[src/hdl/stack_machine_execute_unit_macros.svh]
// ----------------------------------------------------------------------------
// Stack machine execute unit assertion macros
// Clocked assertion helpers used by the execute unit.
// ----------------------------------------------------------------------------
`ifndef STACK_MACHINE_EXECUTE_UNIT_MACROS_SVH
`define STACK_MACHINE_EXECUTE_UNIT_MACROS_SVH

// property checked at every clock edge outside reset
`define SMEU_ASSERT(lbl, prop, msg) \
  lbl: assert property (@(posedge clk) disable iff (rst) (prop)) else $error(msg);

// implication checked at every clock edge outside reset
`define SMEU_ASSERT_IMP(lbl, pre, post, msg) \
  lbl: assert property (@(posedge clk) disable iff (rst) (pre) |=> (post)) else $error(msg);

`endif

[src/hdl/stkm_pkg.sv]
// ----------------------------------------------------------------------------
// Stack machine package
// Word types, instruction codes and fault codes of the execute unit.
// ----------------------------------------------------------------------------
package stkm_pkg;

  localparam int DATA_W = 32;
  localparam int LINE_W = 16;

  localparam logic [4:0] OP_PUSH    = 5'd0;
  localparam logic [4:0] OP_RVALUE  = 5'd1;
  localparam logic [4:0] OP_LVALUE  = 5'd2;
  localparam logic [4:0] OP_POP     = 5'd3;
  localparam logic [4:0] OP_ASSIGN  = 5'd4;
  localparam logic [4:0] OP_COPY    = 5'd5;
  localparam logic [4:0] OP_LABEL   = 5'd6;
  localparam logic [4:0] OP_GOTO    = 5'd7;
  localparam logic [4:0] OP_GOFALSE = 5'd8;
  localparam logic [4:0] OP_GOTRUE  = 5'd9;
  localparam logic [4:0] OP_HALT    = 5'd10;
  localparam logic [4:0] OP_ADD     = 5'd11;
  localparam logic [4:0] OP_SUB     = 5'd12;
  localparam logic [4:0] OP_MUL     = 5'd13;
  localparam logic [4:0] OP_DIV     = 5'd14;
  localparam logic [4:0] OP_MOD     = 5'd15;
  localparam logic [4:0] OP_AND     = 5'd16;
  localparam logic [4:0] OP_NOT     = 5'd17;
  localparam logic [4:0] OP_OR      = 5'd18;
  localparam logic [4:0] OP_NE      = 5'd19;
  localparam logic [4:0] OP_LE      = 5'd20;
  localparam logic [4:0] OP_GE      = 5'd21;
  localparam logic [4:0] OP_LT      = 5'd22;
  localparam logic [4:0] OP_GT      = 5'd23;
  localparam logic [4:0] OP_EQ      = 5'd24;
  localparam logic [4:0] OP_PRINT   = 5'd25;
  localparam logic [4:0] OP_SHOW    = 5'd26;
  localparam logic [4:0] OP_BEGIN   = 5'd27;
  localparam logic [4:0] OP_END     = 5'd28;
  localparam logic [4:0] OP_RETURN  = 5'd29;
  localparam logic [4:0] OP_CALL    = 5'd30;

  localparam logic [1:0] FAULT_NONE   = 2'd0;
  localparam logic [1:0] FAULT_DFULL  = 2'd1;
  localparam logic [1:0] FAULT_RETURN = 2'd2;
  localparam logic [1:0] FAULT_FRAME  = 2'd3;

  localparam logic [1:0] SCOPE_TOP    = 2'd0;
  localparam logic [1:0] SCOPE_READ   = 2'd1;
  localparam logic [1:0] SCOPE_WRITE  = 2'd2;

  typedef struct packed {
    logic [4:0]        op;
    logic [DATA_W-1:0] imm_value;
    logic [5:0]        var_index;
    logic [LINE_W-1:0] target_line;
    logic [LINE_W-1:0] instr_line;
  } stkm_cmd_t;

  typedef struct packed {
    logic              print_valid;
    logic [DATA_W-1:0] print_value;
    logic              redirect;
    logic [LINE_W-1:0] redirect_line;
    logic              halted;
    logic [1:0]        fault;
  } stkm_rsp_t;

endpackage

[src/hdl/stkm_div.sv]
// ----------------------------------------------------------------------------
// Stack machine divider
// Restoring unsigned divider, one quotient bit per cycle.
// ----------------------------------------------------------------------------
module stkm_div (
  input  logic                      clk,
  input  logic                      rst,
  input  logic                      start,
  input  logic [stkm_pkg::DATA_W-1:0] dividend,
  input  logic [stkm_pkg::DATA_W-1:0] divisor,
  output logic                      done,
  output logic [stkm_pkg::DATA_W-1:0] quotient,
  output logic [stkm_pkg::DATA_W-1:0] remainder
);
  import stkm_pkg::*;

  localparam int CNT_W = $clog2(DATA_W + 1);

  logic              busy;
  logic [CNT_W-1:0]  cnt;
  logic [DATA_W-1:0] dsr;
  logic [DATA_W:0]   shifted;
  logic              fits;

  assign shifted = {remainder, quotient[DATA_W-1]};
  assign fits    = shifted >= {1'b0, dsr};

  always_ff @(posedge clk) begin
    if (rst) begin
      busy <= 1'b0;
      done <= 1'b0;
      cnt  <= '0;
    end else begin
      done <= 1'b0;
      if (start) begin
        busy      <= 1'b1;
        cnt       <= CNT_W'(DATA_W);
        dsr       <= divisor;
        quotient  <= dividend;
        remainder <= '0;
      end else if (busy) begin
        remainder <= fits ? DATA_W'(shifted - {1'b0, dsr}) : DATA_W'(shifted);
        quotient  <= {quotient[DATA_W-2:0], fits};
        cnt       <= cnt - CNT_W'(1);
        if (cnt == CNT_W'(1)) begin
          busy <= 1'b0;
          done <= 1'b1;
        end
      end
    end
  end

endmodule

[config.mk]
export PLATFORM = sky130hd
export DESIGN_NAME = stkm_div
export DESIGN_NICKNAME = d
export VERILOG_FILES = /design/src/hdl/stack_machine_execute_unit_macros.svh /design/src/hdl/stkm_pkg.sv /design/src/hdl/stkm_div.sv
export SDC_FILE = /design/constraint.sdc
export NUM_CORES = 1
export LEC_CHECK = 0
export BUFFER_PORTS_ARGS = -buffer_cell sky130_fd_sc_hd__buf_2
export CAP_MARGIN = 10
export CORE_ASPECT_RATIO = 1.25
export CORE_MARGIN = 8
export CORE_UTILIZATION = 59
export CTS_CLUSTER_SIZE = 20
export DETAILED_ROUTE_END_ITERATION = 10
export PLACE_DENSITY_LB_ADDON = 0.15
export SYNTH_ARGS = -nofsm -noshare
export SYNTH_HDL_FRONTEND = slang
export SYNTH_SLANG_ARGS = --single-unit
export TNS_END_PERCENT = 1
[constraint.sdc]
create_clock -name clk -period 13.65 [get_ports clk]
set_input_delay 2.73 -clock clk [delete_from_list [all_inputs] [get_ports clk]]
set_output_delay 2.73 -clock clk [all_outputs]
set_load 0.03 [all_outputs]
==> results of run 1 <==
## synth_stat cells, drive strengths merged, types with 4 or more instances
cell type and number:
edfxtp 96, nor2 52, inv 45, a21oi 37
ha 34, mux2 32, nand2 23, mux2i 21
o21ai 19, xor2 16, a21o 15, nor3 13
xnor2 13, buf 12, clkbuf 12, nand3 11
a211oi 10, dfxtp 8, o211ai 8, nand4 6
o21a 6, and3 5, a31oi 4, nor2b 4
o21bai 4, or2 4
## placed cells by master, fill, tap and decap left out, types with 7 or more instances in the layout
master	instances
nor3_1	13
buf_2	131
mux2_2	32
a21oi_1	36
nor2_1	51
a21o_1	14
nand2_1	23
mux2i_1	21
o21ai_0	16
a211oi_2	8
nand3_1	11
ha_1	34
inv_1	45
xnor2_1	13
edfxtp_1	96
o211ai_1	7
xor2_1	16
clkbuf_16	9
dfxtp_1	8
## layout make-up
| type | instances | area [sq um] | area share |
|---|---|---|---|
| Tap cell | 129 | 161 | 0.0227 |
| Sequential cell | 104 | 3040 | 0.428 |
| Inverter | 45 | 169 | 0.0238 |
| Clock buffer | 10 | 229 | 0.0322 |
| Multi-Input combinational cell | 372 | 2750 | 0.387 |
| Timing Repair Buffer | 135 | 686 | 0.0965 |
| Clock inverter | 6 | 65.1 | 0.00915 |
## critical path: stages
cell	delay [ns]
buf_2	0.07
buf_4	0.67
nor2_1	0.17
nor2_4	0.60
buf_4	0.59
## state kept, by name, indices dropped and copies added (netlist names)
| name | flops |
|---|---|
| dsr | 32 |
| quotient | 32 |
| remainder | 32 |
| cnt | 6 |
| busy | 1 |
| done | 1 |
## stage by stage
stage	hold slack (ns)	total power, mW	area (sq um)
floorplan	0.454	0.619	6090
global placement	0.462	0.676	6810
detailed placement	0.475	0.682	6810
CTS	0.485	0.942	7110
global route	0.507	0.982	7110
finish	0.488	0.936	7110
## power by group
part / internal [mW] / leakage, nW / switching, mW / total [mW]
sequential: 0.382 / 0.983 / 0.0154 / 0.398
clock: 0.143 / 0.143 / 0.116 / 0.260
combinational: 0.108 / 1.98 / 0.171 / 0.279
total: 0.634 / 3.11 / 0.303 / 0.936
## path summary, 6_finish.rpt
check / end / slack [ns] / cells past startpoint / start
min reg2reg: cnt[0] / 0.49 / 2 / cnt[0]
max: remainder[24] / 8.76 / 5 / start
max reg2reg: remainder[2] / 10.27 / 10 / remainder[0]
min: cnt[0] / 0.49 / 2 / cnt[0]
## cell families after synthesis
logic type,Yosys count,share of synthesized area
AOI/OAI and AO/OA,121,0.138
xor gates and xnor gates,29,0.0417
adders and majority gates,35,0.0731
buffers and inverters,69,0.0505
DFF,104,0.499
muxes,53,0.0936
and+or+nand+nor,134,0.104
## layer usage
layer / GRT usage / up-vias / part of all wire / wire (um)
li1: - / 2244 / - / -
met1: 0.226 / 2132 / 0.42 / 5800
met5: 0 / - / 0 / 0
met4: 0.0763 / 0 / 0.021 / 292
met2: 0.362 / 113 / 0.50 / 6970
met3: 0.0626 / 22 / 0.055 / 758
==> results.toml, run 1 <==
[sta]
setup_viol = 0
fmax_ghz = 0.205
skew_ns = 0.00859
setup_tns_ns = 0
min_period_over_period = 0.358
worstMarginPinSlew_ns = 0.861
rsz0062_at_grt = "false"
min_period_ns = 4.89
fin_ws_ns = 8.76
hold_viol_final = 0
relSlewSlack = 0.426
slew_violations = 0

[final_layout]
layout.nets = 769
finish.utilization = 0.707
n_antenna_cell = 0
finalNonFillerCells = 801
syn2layout_area_growth_pct = 16.6
n_fill_cell = 796
layout-drive-gt1-share = 0.301

[clock_tree]
htreeDepth = 3
ctsRootBufferMaster = "clkbuf_16"
insertion_delay_ns = 0.34
cts_inserted_buffers = 9
post_cts_buffers = 0
clkTransAtPathRegs_ns = 0.07
clk_path_buf_depth = 2
clkSinkCount = 104
cts_resized = 0
cts_tree = "yes"
cts_hold_buf = 0

[status]
status = "finished clean"

[yosys]
synth_ff_type = "edfxtp_1"
synthCells = 545
synthTopCellsByArea = "edfxtp_1 47%, ha_1 7.0%, mux2_2 5.9%, mux2i_1 3.4%, nor2_1 3.2%"
synth_area_sq_um = 6090
synthArstFlopShare = 0
synth.distinct_cells = 53
syn_nets = 647
synth_edf_count = 96
synth_top_cell_area_share = 0.473
synth-seq-cells = 104
yosysSeqAreaShare = 0.499
ys.warnings.count = 0
syn_area_per_cell_sq_um = 11.2
yosys.area.top_type = "edfxtp_1"

[pwr]
peakVddDrop_mv = 0.0878
power_leakage_nw = 3.11
pwr_density_cell_nw_per_um2 = 132

[grt]
grtUsageTotal = 0.205
grt-ovfl-total = 0
grt_pass1_vias = 4901
grt_pass1_wl_mm = 22.7
antenna_found_initial = 0
grt_max_degree = 74

[detailed_routing]
vias_per_cell = 5.63
num_vias = 4511
ant_nets = 0
drt_iter0_drc = 220
routed_wl_mm = 13.8
routedWlPerCell_um = 17.3
detailedRoute.firstPassIterationCount = 4
drc = 0

[worst_setup_path]
worstPathRequired_ns = 13.63
critical_path.max_fanout = 73
crit_arrival_ns = 4.86
start_kind = "primary input"
crit_type = "in -> reg"
cp-end-kind = "flop"

[placement]
io_buffers = 131
hpwl_mm = 10.3
dp_cells = 785
pre_cts_ws_ns = 8.35
globalplace.congestion = 0.902

[job]
maxCapViolCount = 0

[die]
die_x_um = 107
initial_utilization = 0.606
die_area_sq_um = 13900
coreArea_sq_um = 10100
die_y_um = 130
io_pins = 132
num_rows = 41

[min_path]
hp-class = "reg -> reg"
Power figures use the tool's default switching activity.
==> run 2: changes to the inputs <==
Settings changed: CORE_UTILIZATION 59 to 55.
Clock period 13.65 ns to 5.1 ns, I/O delays scaled along.
==> run 2 against run 1 <==
Compared with the run above:
- routed wire length up 1.5%
- global-route usage down 1.4 points
- first-iteration DRC count down 11%
- final area hardly changed
- utilization is 6.0 points lower
- power rose to 2.7 times the previous value
- sequential cell count did not move
- via count increased by 0.82%
- largest power group unchanged
==> results.toml, run 2 (synthesis gave the netlist of run 1 again) <==
[final_layout]
layout_common_cells = "131 x buf_2, 96 x edfxtp_1, 51 x nor2_1"
layout.nets = 768
layout_commonest_cell = "buf_2"
n_antenna_cell = 0
layout-drive-gt1-share = 0.301
fin_area_sq_um = 7100
largestRegisters = "dsr: 32 flops, quotient: 32 flops, remainder: 32 flops"
syn2layout_area_growth_pct = 16.6

[min_path]
holdPathStages = 2
hold_path.startpoint = "cnt[0]"
hp-class = "reg -> reg"

[sta]
slew_violations = 0
skew_ns = 0.0101
setup_viol = 0
setup_tns_ns = 0
min_period_over_period = 0.643
fmax_ghz = 0.305
worstMarginPinSlew_ns = 1.13
relSlewSlack = 0.249
hold_viol_final = 0
min_period_ns = 3.28
rsz0062_at_grt = "false"

[die]
num_rows = 43
die_y_um = 134
die_x_um = 110
initial_utilization = 0.555
io_pins = 132
coreArea_sq_um = 11000
die_area_sq_um = 14700

[worst_setup_path]
worstPathRequired_ns = 5.18
cpLargestDelayFamily = "compound AO/OA/AOI/OAI gates"
critical_path.cell_chain = "ha_1 -> nor2b_1 -> nor2_1 -> o21ai_1 -> o221ai_2 -> o211ai_2 -> a21o_2 -> mux2i_1 -> nor2_1"
cp.buffers_inverters = 0
r2r_start = "remainder[0]"
start_kind = "flop"
crit_start = "remainder[0]"
worst-r2r-setup-slack_ns = 1.82
critPathMaxStageDelay_ns = 0.90
critical_path.max_fanout = 44
reg2regPathDepth = 9
path_depth = 9
cpMostUsedCell = "nor2_1"
crit_type = "reg -> reg"
slowest_stage = "a21o_2"
cp-end-kind = "flop"
crit_arrival_ns = 3.36

[detailed_routing]
routed_wl_mm = 14.0
drc = 0
routedWlPerCell_um = 17.4
ant_nets = 0
num_vias = 4548
vias_per_cell = 5.64
detailedRoute.firstPassIterationCount = 4
drt_iter0_drc = 195

[grt]
grt_pass1_vias = 4721
grt_max_degree = 45
grt_pass1_wl_mm = 22.4
antenna_found_initial = 0
grt-ovfl-total = 0
grtUsageTotal = 0.191

[placement]
placed_cell_area_sq_um = 6810
io_buffers = 131
hpwl_mm = 10.6
globalplace.congestion = 0.933

[clock_tree]
cts_hold_buf = 0
clkTransAtPathRegs_ns = 0.07
insertion_delay_ns = 0.35
ctsRootBufferMaster = "clkbuf_16"
cts_tree = "yes"
cts_resized = 0
post_cts_buffers = 0
htreeDepth = 3
clk_path_buf_depth = 2
cts_inserted_buffers = 9
clkSinkCount = 104

[pwr]
power_leakage_nw = 3.10
peakVddDrop_mv = 0.221
pwr_density_cell_nw_per_um2 = 351

[status]
status = "finished clean"

[job]
maxCapViolCount = 0
-- run 2: cell types whose count changed in the layout (fill, tap and decap cells not counted) --
cell / previous run / this run
clkinv_4: 0 / 2
clkbuf_1: 1 / 0
clkinv_2: 2 / 1
bufinv_16: 1 / 0
inv_8: 0 / 1
buf_4: 4 / 3
clkinv_8: 0 / 1
inv_6: 2 / 1
-- run 2: area by class of cell --
cell class              count  area [sq um]
clock buffers               9           225
clock inverters             7          66.3
fillers                   883          3870
inverters                  45           169
multi-input cells         372          2750
flip-flops and latches    104          3040
well taps                 135           169
repair buffers            134           678
-- run 2: path summary, 6_finish.rpt --
path,endpoint
max reg2reg,remainder[24]
min reg2reg,cnt[0]
min,cnt[0]
max,remainder[24]
-- run 2: report_power, final --
group          switching (mW)  internal (mW)  leakage (nW)
Clock                   0.338          0.342         0.141
Sequential             0.0409           1.02         0.983
Combinational           0.457          0.290          1.98
Total                   0.837           1.65          3.10
-- run 2: metal layers --
metal | up-vias | wire [um] | track usage
met5 | - | 0 | 0
met4 | 0 | 275 | 0.0765
met3 | 22 | 1130 | 0.0643
met2 | 133 | 7040 | 0.318
met1 | 2155 | 5580 | 0.217
li1 | 2238 | - | -
-- run 2: through the flow --
stage / utilization / hold WS (ns) / power (mW) / worst slack (ns) / std cells
2_1_floorplan: - / 0.454 / 1.66 / 0.316 / 545
3_3_place_gp: 0.621 / 0.465 / 1.81 / 1.90 / 790
3_5_place_dp: 0.621 / 0.490 / 1.83 / 1.80 / 790
4_1_cts: 0.647 / 0.502 / 2.50 / 1.79 / 806
5_1_grt: 0.647 / 0.541 / 2.61 / 1.56 / 806
6_report: 0.647 / 0.496 / 2.49 / 1.82 / 806
-- run 2: tightest hold or removal path, stage by stage (launching register included) --
cell and delay (ns):
dfxtp_1 0.33, nand2_1 0.06, a21oi_1 0.06
==> run 3: changes to the inputs <==
Clock period 5.1 ns to 3.3 ns, I/O delays scaled along.
==> run 3 against run 2 <==
Compared with the run above:
- power up 54%
- sequential power rose by 55%
- fmax increased by 12%
- utilization rose by 0.22 points
- via count up 0.53%
- die area did not move
- register-to-register slack got worse by 1.5 ns
- clock-buffer cell count is the same
- final area grew 0.33%
- combinational power up 55%
- critical endpoint is now remainder[7]
- highest routed layer unchanged
==> results.toml, run 3 (synthesis gave the netlist of run 1 again) <==
[sta]
whs_ns = 0.486
min_period_ns = 2.93
skew_ns = 0.00691
setup_tns_ns = 0
setup_viol = 0
relSlewSlack = 0.594
min_period_over_period = 0.888
fin_ws_ns = 0.369
worstMarginPinSlew_ns = 0.609
hold_viol_final = 0
fmax_ghz = 0.341
rsz0062_at_grt = "false"
slew_violations = 0

[worst_setup_path]
crit_type = "reg -> reg"
cpMostUsedCell = "nor2_1"
reg2regPathDepth = 10
r2r-end = "remainder[7]"
cp-end-kind = "flop"
worstPathRequired_ns = 3.38
r2r_start = "remainder[0]"
worst-r2r-setup-slack_ns = 0.37
critical_path.max_fanout = 23
slowest_stage = "edfxtp_1"
start_kind = "flop"
critPathMaxStageDelay_ns = 0.44
critical_path.cell_chain = "ha_1 -> nor2b_1 -> nor2_1 -> o21ai_1 -> o221ai_2 -> o211ai_2 -> a21o_2 -> buf_4 -> mux2i_1 -> nor2_1"
crit_arrival_ns = 3.01

[pwr]
pwr_density_cell_nw_per_um2 = 537
power_leakage_nw = 3.11
peakVddDrop_mv = 0.245
finalPower_mw = 3.83

[die]
initial_utilization = 0.555
num_rows = 43
coreArea_sq_um = 11000
io_pins = 132
die_x_um = 110
die_y_um = 134
die_area_sq_um = 14700

[clock_tree]
cts_resized = 0
clkSinkCount = 104
post_cts_buffers = 0
ctsRootBufferMaster = "clkbuf_16"
cts_hold_buf = 0
cts_inserted_buffers = 9
insertion_delay_ns = 0.34
clk_path_buf_depth = 2
cts_tree = "yes"
clkTransAtPathRegs_ns = 0.07
htreeDepth = 3

[grt]
grt_pass1_wl_mm = 22.7
grtUsageTotal = 0.193
grt_pass1_vias = 4783
grt-ovfl-total = 0
antenna_found_initial = 0
grt_max_degree = 52

[final_layout]
largestRegisters = "dsr: 32 flops, quotient: 32 flops, remainder: 32 flops"
layout_commonest_cell = "buf_2"
multi_input_area_sq_um = 2750
finish.utilization = 0.649
syn2layout_area_growth_pct = 17.0
layout_common_cells = "131 x buf_2, 96 x edfxtp_1, 51 x nor2_1"
layout.nets = 771
fin_area_sq_um = 7130
layout-drive-gt1-share = 0.303
n_antenna_cell = 0
n_fill_cell = 911
finalNonFillerCells = 809
seqCellArea_sq_um = 3040

[detailed_routing]
routedWlPerCell_um = 17.3
drt_iter0_drc = 253
detailedRoute.firstPassIterationCount = 5
vias_per_cell = 5.65
num_vias = 4572
ant_nets = 0
routed_wl_mm = 14.0
drc = 0

[placement]
globalplace.congestion = 0.906
dp_cells = 793
placed_cell_area_sq_um = 6850
io_buffers = 131
hpwl_mm = 10.5
pre_cts_ws_ns = 0.413

[min_path]
hold_path.startpoint = "divisor[7]"
hp-class = "in -> reg"
holdPathEnd = "dsr[7]"
holdPathStages = 1

[job]
maxCapViolCount = 0

[status]
status = "finished clean"
[run 3: worst max path at each step]
stage,start,endpoint,slack [ns]
final,remainder[0],remainder[7],0.37
after global routing,remainder[0],remainder[3],0.19
after CTS,remainder[0],remainder[7],0.38
after detailed placement,remainder[0],remainder[4],0.41
after global placement,remainder[3],remainder[6],0.45
after floorplan,start,dsr[0],0.20
[run 3: area by class of cell]
| type | instances | share of cell area |
|---|---|---|
| flip-flops and latches | 104 | 0.427 |
| multi-input cells | 372 | 0.386 |
| clock inverters | 7 | 0.00772 |
| repair buffers | 137 | 0.100 |
| well taps | 135 | 0.0237 |
| inverters | 45 | 0.0237 |
| clock buffers | 9 | 0.0316 |
[run 3: critical path: cells and delay by family, from the launching register on]
family	cells	cell delay, ns
compound gates	4	1.00
buf+inv	1	0.31
simple gates	3	0.33
flops	1	0.44
fa+ha+maj	1	0.35
mux	1	0.24
[run 3: layer usage]
| layer | track usage | share of wire |
|---|---|---|
| met5 | 0 | 0 |
| met4 | 0.0631 | 0.016 |
| met3 | 0.0565 | 0.071 |
| met2 | 0.336 | 0.52 |
| met1 | 0.217 | 0.39 |
[run 3: power breakdown]
part / switching, mW / total, mW / internal, mW
Clock: 0.499 / 1.02 / 0.522
Combinational: 0.705 / 1.16 / 0.457
Sequential: 0.0645 / 1.64 / 1.58
Total: 1.27 / 3.83 / 2.56
